[src/hw/rtl/grp_pkg.sv]
// grp_pkg: shared constants, types and helper functions of the grid rectangle packer
`timescale 1ns / 1ps

package grp_pkg;

  // grid size limits
  localparam int unsigned MAX_RECTS = 64;
  localparam int unsigned GRID_DIM  = MAX_RECTS + 1;
  localparam int unsigned IDX_W     = $clog2(GRID_DIM + 1);
  localparam int unsigned DIM_W     = 12;
  localparam int unsigned CFG_IDX_W = 2;

  // configuration register indexes
  localparam logic [CFG_IDX_W-1:0] CFG_BIN_WIDTH  = CFG_IDX_W'(0);
  localparam logic [CFG_IDX_W-1:0] CFG_BIN_HEIGHT = CFG_IDX_W'(1);

  // datapath operations issued by the controller
  typedef enum logic [4:0] {
    OP_NONE,
    OP_START,
    OP_FAIL,
    OP_COL_INIT,
    OP_COL_STEP,
    OP_COL_FAIL,
    OP_NEXT_COL,
    OP_COL_HIT,
    OP_ROW_INIT,
    OP_ROW_STEP,
    OP_ROW_FAIL,
    OP_PLACE,
    OP_READ_K,
    OP_READ_KM1,
    OP_CW_SHIFT,
    OP_CW_SPLIT_HI,
    OP_CW_SPLIT_LO,
    OP_OCC_COL,
    OP_RS_INIT,
    OP_ROW_SHIFT,
    OP_RH_SPLIT_HI,
    OP_RH_SPLIT_LO,
    OP_MARK,
    OP_FINISH
  } dp_op_e;

  // status flags from datapath to controller
  typedef struct packed {
    logic full;
    logic col_end;
    logic row_end;
    logic lt_cw;
    logic lt_rh;
    logic last;
    logic occ_hit;
    logic cs_more;
    logic oc_more;
    logic rs_more;
    logic mk_more;
  } dp_status_t;

  // bits lo..hi set
  function automatic logic [GRID_DIM-1:0] range_mask(input logic [IDX_W-1:0] lo,
                                                      input logic [IDX_W-1:0] hi);
    logic [GRID_DIM-1:0] m;
    m = '0;
    for (int i = 0; i < GRID_DIM; i++) begin
      m[i] = (IDX_W'(i) >= lo) && (IDX_W'(i) <= hi);
    end
    return m;
  endfunction

  // duplicate bit ce into ce+1, shifting higher bits up by one
  function automatic logic [GRID_DIM-1:0] col_insert(input logic [GRID_DIM-1:0] row,
                                                      input logic [IDX_W-1:0] ce);
    logic [GRID_DIM-1:0] le;
    le = range_mask('0, ce);
    return (row & le) | ((row << 1) & ~le);
  endfunction

endpackage

[src/hw/rtl/grp_ctrl.sv]
// grp_ctrl: sequencing state machine of the grid rectangle packer
`timescale 1ns / 1ps

module grp_ctrl import grp_pkg::*; (
  input  logic       clk_i,
  input  logic       rst_ni,
  input  logic       start_i,
  input  dp_status_t status_i,
  output dp_op_e     op_o,
  output logic       busy_o
);

  typedef enum logic [4:0] {
    S_IDLE,
    S_CHECK,
    S_COL_BEGIN,
    S_COL_RD,
    S_COL_EV,
    S_ROW_BEGIN,
    S_ROW_RD,
    S_ROW_EV,
    S_CS_CHK,
    S_CS_WR,
    S_CS_LO,
    S_OC_CHK,
    S_OC_WR,
    S_RS_CHK,
    S_RS_WR,
    S_RH_LO,
    S_MK_CHK,
    S_MK_WR
  } state_e;

  state_e state_q, state_d;

  assign busy_o = (state_q != S_IDLE);

  // next state and datapath operation
  always_comb begin
    state_d = state_q;
    op_o    = OP_NONE;
    unique case (state_q)
      S_IDLE: begin
        if (start_i) begin
          op_o    = OP_START;
          state_d = S_CHECK;
        end
      end
      S_CHECK: begin
        if (status_i.full) begin
          op_o    = OP_FAIL;
          state_d = S_IDLE;
        end else begin
          state_d = S_COL_BEGIN;
        end
      end
      S_COL_BEGIN: begin
        if (status_i.col_end) begin
          op_o    = OP_FAIL;
          state_d = S_IDLE;
        end else begin
          op_o    = OP_COL_INIT;
          state_d = S_COL_RD;
        end
      end
      S_COL_RD: begin
        op_o    = OP_READ_K;
        state_d = S_COL_EV;
      end
      S_COL_EV: begin
        priority if (!status_i.lt_cw) begin
          op_o    = OP_COL_HIT;
          state_d = S_ROW_BEGIN;
        end else if (status_i.last) begin
          op_o    = OP_COL_FAIL;
          state_d = S_COL_BEGIN;
        end else begin
          op_o    = OP_COL_STEP;
          state_d = S_COL_RD;
        end
      end
      S_ROW_BEGIN: begin
        if (status_i.row_end) begin
          op_o    = OP_NEXT_COL;
          state_d = S_COL_BEGIN;
        end else begin
          op_o    = OP_ROW_INIT;
          state_d = S_ROW_RD;
        end
      end
      S_ROW_RD: begin
        op_o    = OP_READ_K;
        state_d = S_ROW_EV;
      end
      S_ROW_EV: begin
        priority if (status_i.occ_hit || (status_i.lt_rh && status_i.last)) begin
          op_o    = OP_ROW_FAIL;
          state_d = S_ROW_BEGIN;
        end else if (status_i.lt_rh) begin
          op_o    = OP_ROW_STEP;
          state_d = S_ROW_RD;
        end else begin
          op_o    = OP_PLACE;
          state_d = S_CS_CHK;
        end
      end
      S_CS_CHK: begin
        if (status_i.cs_more) begin
          op_o    = OP_READ_KM1;
          state_d = S_CS_WR;
        end else begin
          op_o    = OP_CW_SPLIT_HI;
          state_d = S_CS_LO;
        end
      end
      S_CS_WR: begin
        op_o    = OP_CW_SHIFT;
        state_d = S_CS_CHK;
      end
      S_CS_LO: begin
        op_o    = OP_CW_SPLIT_LO;
        state_d = S_OC_CHK;
      end
      S_OC_CHK: begin
        if (status_i.oc_more) begin
          op_o    = OP_READ_K;
          state_d = S_OC_WR;
        end else begin
          op_o    = OP_RS_INIT;
          state_d = S_RS_CHK;
        end
      end
      S_OC_WR: begin
        op_o    = OP_OCC_COL;
        state_d = S_OC_CHK;
      end
      S_RS_CHK: begin
        if (status_i.rs_more) begin
          op_o    = OP_READ_KM1;
          state_d = S_RS_WR;
        end else begin
          op_o    = OP_RH_SPLIT_HI;
          state_d = S_RH_LO;
        end
      end
      S_RS_WR: begin
        op_o    = OP_ROW_SHIFT;
        state_d = S_RS_CHK;
      end
      S_RH_LO: begin
        op_o    = OP_RH_SPLIT_LO;
        state_d = S_MK_CHK;
      end
      S_MK_CHK: begin
        if (status_i.mk_more) begin
          op_o    = OP_READ_K;
          state_d = S_MK_WR;
        end else begin
          op_o    = OP_FINISH;
          state_d = S_IDLE;
        end
      end
      S_MK_WR: begin
        op_o    = OP_MARK;
        state_d = S_MK_CHK;
      end
      default: begin
        state_d = S_IDLE;
      end
    endcase
  end

  // state register
  always_ff @(posedge clk_i or negedge rst_ni) begin
    if (!rst_ni) begin
      state_q <= S_IDLE;
    end else begin
      state_q <= state_d;
    end
  end

endmodule

[config.mk]
export PLATFORM = sky130hd
export DESIGN_NAME = grp_ctrl
export DESIGN_NICKNAME = d
export VERILOG_FILES = /design/src/hw/rtl/grp_pkg.sv /design/src/hw/rtl/grp_ctrl.sv
export SDC_FILE = /design/constraint.sdc
export NUM_CORES = 1
export LEC_CHECK = 0
export BUFFER_PORTS_ARGS = -buffer_cell sky130_fd_sc_hd__buf_4
export CELL_PAD_IN_SITES_DETAIL_PLACEMENT = 0
export CELL_PAD_IN_SITES_GLOBAL_PLACEMENT = 2
export CORE_MARGIN = 2
export CORE_UTILIZATION = 29
export CTS_BUF_LIST = sky130_fd_sc_hd__clkbuf_8 sky130_fd_sc_hd__clkbuf_16
export DETAILED_ROUTE_END_ITERATION = 10
export PLACE_DENSITY_LB_ADDON = 0.1
export SLEW_MARGIN = 30
export SYNTH_ARGS = -nofsm -noshare
export SYNTH_HDL_FRONTEND = slang
export SYNTH_SLANG_ARGS = --single-unit
[constraint.sdc]
create_clock -name clk_i -period 1.85 [get_ports clk_i]
set_input_delay 0.37 -clock clk_i [delete_from_list [all_inputs] [get_ports clk_i]]
set_output_delay 0.37 -clock clk_i [all_outputs]
set_load 0.01 [all_outputs]
* Yosys cells after proc, flatten, opt, wreduce, memory -nomap -nowiden
Cells that the tools add are included.
Cells by class: equality and inequality tests 18, muxes and demuxes 26, reductions and logical operators 7
Operator list (number):
- 5-bit one-hot mux with 17 select lines | 1
- 5-bit one-hot mux with 16 select lines | 1
- 5-bit by 4-bit equality test with 1-bit output, second input constant | 8
- 5-bit 2-to-1 mux | 5
- 5-bit by 3-bit equality test with 1-bit output, second input constant | 4
- 2-bit 2-to-1 mux | 8
- 4-bit 2-to-1 mux | 3
- 5-bit by 2-bit equality test with 1-bit output, second input constant | 2
- 5-bit equality test, second input constant | 2
- 1-bit 2-to-1 mux | 6
- 3-bit 2-to-1 mux | 2
- 2-bit OR reduction | 3
- 5-bit by 1-bit equality test with 1-bit output, second input constant | 1
- 5-bit logical NOT | 1
- 5-bit nonzero test | 1
- 2-bit != test, second input constant | 1
- 1-bit logical AND | 1
- 1-bit logical OR | 1
Storage, ports and cells: flip-flop bits (word level) 5, input port bits 14, output and inout port bits 6, word-level logic and storage cells 52

* Longest topological paths before layout
Gate-level depths: netlist (run 1).
depth after elaboration 4, depth in mapped cells 6, depth with buffers taken out 4

* Worst setup path before layout (run 1)
No wires, ideal clock.
kind register -> output, from reg state_q[3], to out op_o[1], arrival 1.281 ns, data required time 1.480 ns, setup slack 0.199 ns, cell stages (with the launch flop) 4, buffers on the path 0, cells stage by stage dfrtp_1 or3_1 or3_1 o2111ai_1
On the way: word-level cells in the longest chain between the ends 3, elaborated cells on any way between the ends 20, classes of those cells eq/ne (17); mux (1); reduce/logical (2)
Ends and longest elaborated chain:
- start, declared | RTL line grp_ctrl.sv:34 | state_e state_q, state_d;
- start signal, assigned | RTL line grp_ctrl.sv:178 | state_q <= state_d;
- 5-bit by 3-bit equality test with 1-bit output or 5-bit by 2-bit equality test with 1-bit output (tied branches) | RTL line grp_ctrl.sv:42 | unique case (state_q)
- 2-bit OR reduction (no line)
- 5-bit one-hot mux with 17 select lines * | RTL line grp_ctrl.sv:42
- end, declared | RTL line grp_ctrl.sv:9 | output dp_op_e op_o,
Mark *: on every way between the ends. The rest lies on a longest branch, timed or not.

* Worst setup path after layout (run 1)
from reg state_q[0], to out op_o[1]
The elaborated chain is that of the path after synthesis.

==> results.txt, run 1 <==
DRT iter0 DRCs - 18
Most frequent cells in the layout - 39 x buf_4, 11 x nor2_1, 8 x a21oi_1
Worst-Margin Slew - 406 ps
Clock sink total - 5
Count of different cell masters after synthesis - 47
CP delay by family, top - simple AND/OR/NAND/NOR gates
Pwr Density - 1570 mW/mm^2
Post-synthesis sequential area ratio - 0.150
Non-filler cells, final - 183
CP Class - flip-flop to output pin
R2R Path Start - state_q[1]$_DFFE_PN0P_
Fraction of the cycle the final worst path needs - 1.08
Max Slew Vio Count - 0
Peak supply drop - 0.000781 V
Synth-to-Final Area Change - 50.7%
Total power - 1.98 mW
Max reg flops - 5
Nets - 167
Syn Inst Count - 111
Initial antenna violation count - 0
Worst-skew pair later-pin latency - 220 ps
Flop2flop setup slack - 300 ps
Top_reg_cell synth - dfrtp_1
Synth Warn # - 0
Post-synth EDFFs - 0
Worst path bufs/invs - 1
Global-route wire length before repair - 4410 um
Initial Utilization - 0.305
CP Capture Type - output pin
Max clock buf depth - 2
CP arrival - 1630 ps
Final Hold Viols - 0
Mapped Area - 835 um^2
CP Max Fanout - 4
Global placement routability congestion - 0.792
Dpl hpwl - 2180 um
Fill cell count - 300
Final worst slack - -146 ps
Routed length per placed instance - 15.1 um
TritonRoute pass-1 iters - 4
Boundary pin count - 20
CP max stage delay - 430 ps
Capturing point of the worst reg2reg path - state_q[0]$_DFFE_PN0P_
Ys async rst share - 1.00
Antenna cells - 0
Inst Count DP - 173
Outcome - finished, violations left
Post-Route Utilization - 0.460
Critical-path cell list - or3_4 -> or3_4 -> o2111ai_2 -> buf_4
CTS buffer count - 3
Fin Clk Skew - 3.90 ps
Clock tree from TritonCTS - done
WL final - 2770 um
Worst setup endpoint - op_o[1]
Die Wd - 57.6 um
Gr ovfl total - 0
Maxcap violations - 0
RSZ-0062 raised after global routing - yes
Root buffer cell - clkbuf_8
Vias - 1009
Crit-path most repeated cell - or3_4
Worst relative slew slack - 0.727
Largest net degree at the start of global routing - 17
Antenna Violating Nets Remaining - 0
Period minus WS final - 2000 ps
Crit path depth - 4
Vias in the first global route - 947
Core Region - 0.00273 mm^2
Vias per cell - 5.51
Mapped Nets - 125
DRC violations left - 0
Worst min path class - input pin to flip-flop
Fmax - 501 MHz
Worst r2r path cells - 6
Post-Syn Area per Cell - 7.52 um^2
Largest Register - state_q
Setup crit start - state_q[0]$_DFFE_PN0P_
Slowest CP cell - dfrtp_2
Port-buffer cells - 19
Vert. Die Dim - 57.6 um
#FFs+latches synth - 5
Share of cells above drive strength 1 - 0.467
Startpoint type of the worst setup path - flip-flop
Commonest non-fill, non-tap cell in the layout - buf_4
GRT Total Usage - 0.169
Critical Path RT - 1480 ps
Clk pin slew, worst setup/hold paths - 40 ps
Final setup fails - 6
Largest registers - state_q: 5 flops
Htree depth - 1
Failing checks - setup timing
Die ar. - 0.00332 mm^2
Num rows - 19
Leakage Power - 0.548 nW
[power breakdown]
group | internal, mW | switching (mW)
sequential | 0.156 | 0.0525
clock | 0.142 | 0.0561
combinational | 0.817 | 0.753
[worst min-delay path, stage by stage]
cell,delay (ps)
buf_4,100
nand3_1,60
nand3_1,60
[cells in the mapped netlist (2+ instances only)]
library cell / number / area (um^2)
a211oi_1: 2 / 15.0
or3_1: 5 / 31.3
dfrtp_1: 5 / 125
nor2b_1: 2 / 12.5
nor3_1: 5 / 25.0
a31oi_1: 4 / 25.0
nand3_1: 3 / 15.0
mux2i_1: 2 / 20.0
nand2_1: 3 / 11.3
o21ai_0: 3 / 15.0
nor2_1: 13 / 48.8
o22ai_1: 3 / 18.8
inv_2: 3 / 11.3
o22a_1: 2 / 17.5
nand2b_1: 4 / 25.0
o2111ai_1: 2 / 17.5
a21oi_1: 9 / 45.0
buf_4: 3 / 22.5
buf_6: 6 / 67.6
nand4_1: 2 / 12.5
or2_1: 4 / 25.0
[logic make-up (layout without fill, tap and decap cells)]
group,count (synthesis),after routing,share of synthesized area
muxes,3,3,0.0375
buffers and inverters,14,55,0.132
xor gates and xnor gates,1,1,0.0105
AOI/OAI and AO/OA,40,40,0.349
and+or+nand+nor,48,48,0.321
DFF,5,5,0.150
[how the worst min path moves through the flow]
stage	start	endpoint	slack, ps	depth (start not counted)
floorplan	rst_ni	state_q[0]$_DFFE_PN0P_	70	0
global placement	rst_ni	state_q[4]$_DFFE_PN0P_	170	1
detailed placement	rst_ni	state_q[4]$_DFFE_PN0P_	180	1
CTS	status_i[6]	state_q[1]$_DFFE_PN0P_	410	3
global route	status_i[6]	state_q[1]$_DFFE_PN0P_	430	3
finish	status_i[6]	state_q[1]$_DFFE_PN0P_	410	3
[repair_timing]
action	4_1_cts	5_1_grt
endpoints found under the hold margin	5	0
resized for setup	14	6
setup buffers	1	4
pin swaps	1	5
hold buffers	1	0
setup endpoints to repair	6	6
[layer usage]
metal	global-route usage	share of wire	vias to the layer above
li1	-	-	507
met1	0.233	0.47	470
met2	0.278	0.47	30
met3	0.0357	0.061	2
met4	0.0233	0.0051	0
met5	0	0	-
[final cells by class]
cell class                 instances  area [um^2]  share of cell area
multi-input combinational         92          649               0.516
timing repair buffer              47          382               0.303
sequential                         5          128               0.101
clock buffer                       3         41.3              0.0328
tap                               31         38.8              0.0308
inverter                           4         15.0              0.0119
clock inverter                     1         3.75             0.00299
[metrics by stage]
step | setup WS, ps | hold slack [ps] | cell area, um^2 | setup TNS (ps)
2_1_floorplan | 199 | 74.4 | 835 | 0
4_1_cts | -141 | 415 | 1210 | -611
6_report | -146 | 409 | 1260 | -603
3_3_place_gp | 57.7 | 175 | 1090 | 0
3_5_place_dp | 24.7 | 177 | 1090 | 0
5_1_grt | -182 | 432 | 1260 | -1010
Power figures use the tool's default switching activity.
==> inputs of run 2 (changes only) <==
--- a/config.mk
+++ b/config.mk
@@ -13,6 +13,7 @@
 export CTS_BUF_LIST = sky130_fd_sc_hd__clkbuf_8 sky130_fd_sc_hd__clkbuf_16
 export DETAILED_ROUTE_END_ITERATION = 10
 export PLACE_DENSITY_LB_ADDON = 0.1
+export REMOVE_ABC_BUFFERS = 1
 export SLEW_MARGIN = 30
 export SYNTH_ARGS = -nofsm -noshare
 export SYNTH_HDL_FRONTEND = slang
==> results.txt, run 2 (synthesized netlist as in run 1, its figures left out) <==
Outcome - finished, violations left (unchanged)
Failing checks - setup timing (unchanged)
Cell area after layout - 0.00138 mm^2 (was 0.00126 mm^2)
Clock tree from TritonCTS - done (unchanged)
Global placement routability congestion - 0.882 (was 0.792)
Boundary pin count - 20 (unchanged)
Combinational group share of total power - 0.804 (was 0.794)
Slowest CP cell - dfrtp_2 (unchanged)
Period minus WS final - 2040 ps (was 2000 ps)
Initial Utilization - 0.305 (unchanged)
Critical Path RT - 1480 ps (about the same)
Max Slew Vio Count - 0 (unchanged)
Htree depth - 1 (unchanged)
GRT Total Usage - 0.197 (was 0.169)
Vias - 1079 (was 1009)
Core Region - 0.00273 mm^2 (unchanged)
Final Hold Viols - 0 (unchanged)
Internal power - 1.33 mW (was 1.12 mW)
Synth-to-Final Area Change - 65.7% (was 50.7%)
Final setup fails - 6 (unchanged)
R2R Path Start - state_q[0]$_DFFE_PN0P_ (was state_q[1]$_DFFE_PN0P_)
Worst-skew pair later-pin latency - 220 ps (about the same)
Peak supply drop - 0.000893 V (was 0.000781 V)
Largest Register - state_q (unchanged)
Crit-path most repeated cell - or3_4 (unchanged)
Nets - 177 (was 167)
Num rows - 19 (unchanged)
CP Max Fanout - 3 (was 4)
Antenna Violating Nets Remaining - 0 (unchanged)
DRC violations left - 0 (unchanged)
Global-route wire length before repair - 5110 um (was 4410 um)
RSZ-0062 raised after global routing - yes (unchanged)
Switching share of power - 0.420 (was 0.436)
Min-delay src - status_i[6] (unchanged)
CP max stage delay - 440 ps (was 430 ps)
Total power - 2.29 mW (was 1.98 mW)
Leakage Power - 0.608 nW (was 0.548 nW)
Share of cells above drive strength 1 - 0.519 (was 0.467)
Setup crit start - state_q[3]$_DFFE_PN0P_ (was state_q[0]$_DFFE_PN0P_)
Share of power burned in registers - 0.107 (was 0.106)
CP arrival - 1670 ps (was 1630 ps)
Pwr Density - 1660 mW/mm^2 (was 1570 mW/mm^2)
Max clock buf depth - 2 (unchanged)
Final worst slack - -195 ps (was -146 ps)
Worst min path class - input pin to flip-flop (unchanged)
Initial antenna violation count - 0 (unchanged)
Most frequent cells in the layout - 46 x buf_4, 12 x nor2_1, 8 x a21oi_1 (was 39 x buf_4, 11 x nor2_1, 8 x a21oi_1)
CP Capture Type - output pin (unchanged)
CTS buffer count - 3 (unchanged)
Startpoint type of the worst setup path - flip-flop (unchanged)
Fin Clk Skew - 1.49 ps (was 3.90 ps)
Cell area after placement - 0.00111 mm^2 (was 0.00109 mm^2)
Die ar. - 0.00332 mm^2 (unchanged)
Gr ovfl total - 0 (unchanged)
Root buffer cell - clkbuf_8 (unchanged)
Clk pin slew, worst setup/hold paths - 40 ps (about the same)
Die Wd - 57.6 um (unchanged)
Vias per cell - 5.59 (was 5.51)
Clock sink total - 5 (unchanged)
Max reg flops - 5 (unchanged)
Critical-path cell list - or3_4 -> or3_4 -> o2111ai_2 -> buf_4 (unchanged)
Commonest non-fill, non-tap cell in the layout - buf_4 (unchanged)
Fraction of the cycle the final worst path needs - 1.11 (was 1.08)
Vias in the first global route - 1060 (was 947)
Routed length per placed instance - 16.8 um (was 15.1 um)
Fmax - 489 MHz (was 501 MHz)
Vert. Die Dim - 57.6 um (unchanged)
Antenna cells - 0 (unchanged)
CP Class - flip-flop to output pin (unchanged)
Largest net degree at the start of global routing - 17 (unchanged)
Maxcap violations - 0 (unchanged)
DRT iter0 DRCs - 39 (was 18)
TritonRoute pass-1 iters - 4 (unchanged)
Worst relative slew slack - 0.713 (was 0.727)
Worst-Margin Slew - 429 ps (was 406 ps)
WL final - 3240 um (was 2770 um)
Psw - 961 uW (was 862 uW)
Port-buffer cells - 19 (unchanged)
Clock power frac - 0.089 (was 0.100)
Largest registers - state_q: 5 flops (unchanged)
Dpl hpwl - 2310 um (was 2180 um)
run 2: worst max-delay path: cells and delay by family (launching register included):
family	cells	cell delay, ps
flip-flops	1	440
buffers and inverters	1	150
AND/OR/NAND/NOR	2	800
AO/OA/AOI/OAI	1	70
run 2: stage by stage:
step	util	cells	hold slack [ps]	setup WS [ps]	setup TNS [ps]
floorplan	-	101	74.4	-93.7	-221
finish	0.506	193	434	-195	-840
global route	0.506	193	451	-237	-1200
CTS	0.459	186	427	-193	-948
detailed placement	0.407	175	180	-71.7	-217
global placement	0.407	175	180	-125	-457
run 2: worst paths after layout:
path | slack, ps | depth (start not counted) | end
max | -190 | 4 | op_o[1]
min | 430 | 3 | state_q[1]$_DFFE_PN0P_
max reg2reg | 210 | 5 | state_q[0]$_DFFE_PN0P_
min reg2reg | 690 | 2 | state_q[3]$_DFFE_PN0P_
max in group asynchronous | 1230 | 2 | state_q[4]$_DFFE_PN0P_
min in group asynchronous | 490 | 2 | state_q[3]$_DFFE_PN0P_
run 2: power groups by stage:
| stage | sequential, mW | combinational (mW) | clock, mW |
|---|---|---|---|
| 6_report | 0.245 | 1.84 | 0.204 |
| 5_1_grt | 0.254 | 1.98 | 0.217 |
| 4_1_cts | 0.221 | 1.60 | 0.206 |
| 3_5_place_dp | 0.227 | 1.41 | 0 |
| 3_3_place_gp | 0.230 | 1.43 | 0 |
| 2_1_floorplan | 0.334 | 0.615 | 0 |
run 2: layout make-up:
type / instances / area (um^2)
sequential: 5 / 131
clock inverter: 1 / 3.75
inverter: 4 / 15.0
tap: 31 / 38.8
multi-input combinational: 92 / 658
timing repair buffer: 57 / 494
clock buffer: 3 / 41.3
fill: 265 / 1350
run 2: routing by layer:
layer / vias to the layer above / GRT usage / part of all wire
li1: 519 / - / -
met1: 521 / 0.269 / 0.43
met2: 39 / 0.328 / 0.51
met3: 0 / 0.0491 / 0.062
met4: 0 / 0.0166 / 0
met5: - / 0 / 0
run 2: timing repair:
action | CTS | global route
hold buffers | 1 | 0
pin swaps | 4 | 6
cloned | 0 | 1
resized for setup | 11 | 17
endpoints found under the hold margin | 5 | 0
endpoints found under the setup margin | 6 | 6
setup buffers | 6 | 6
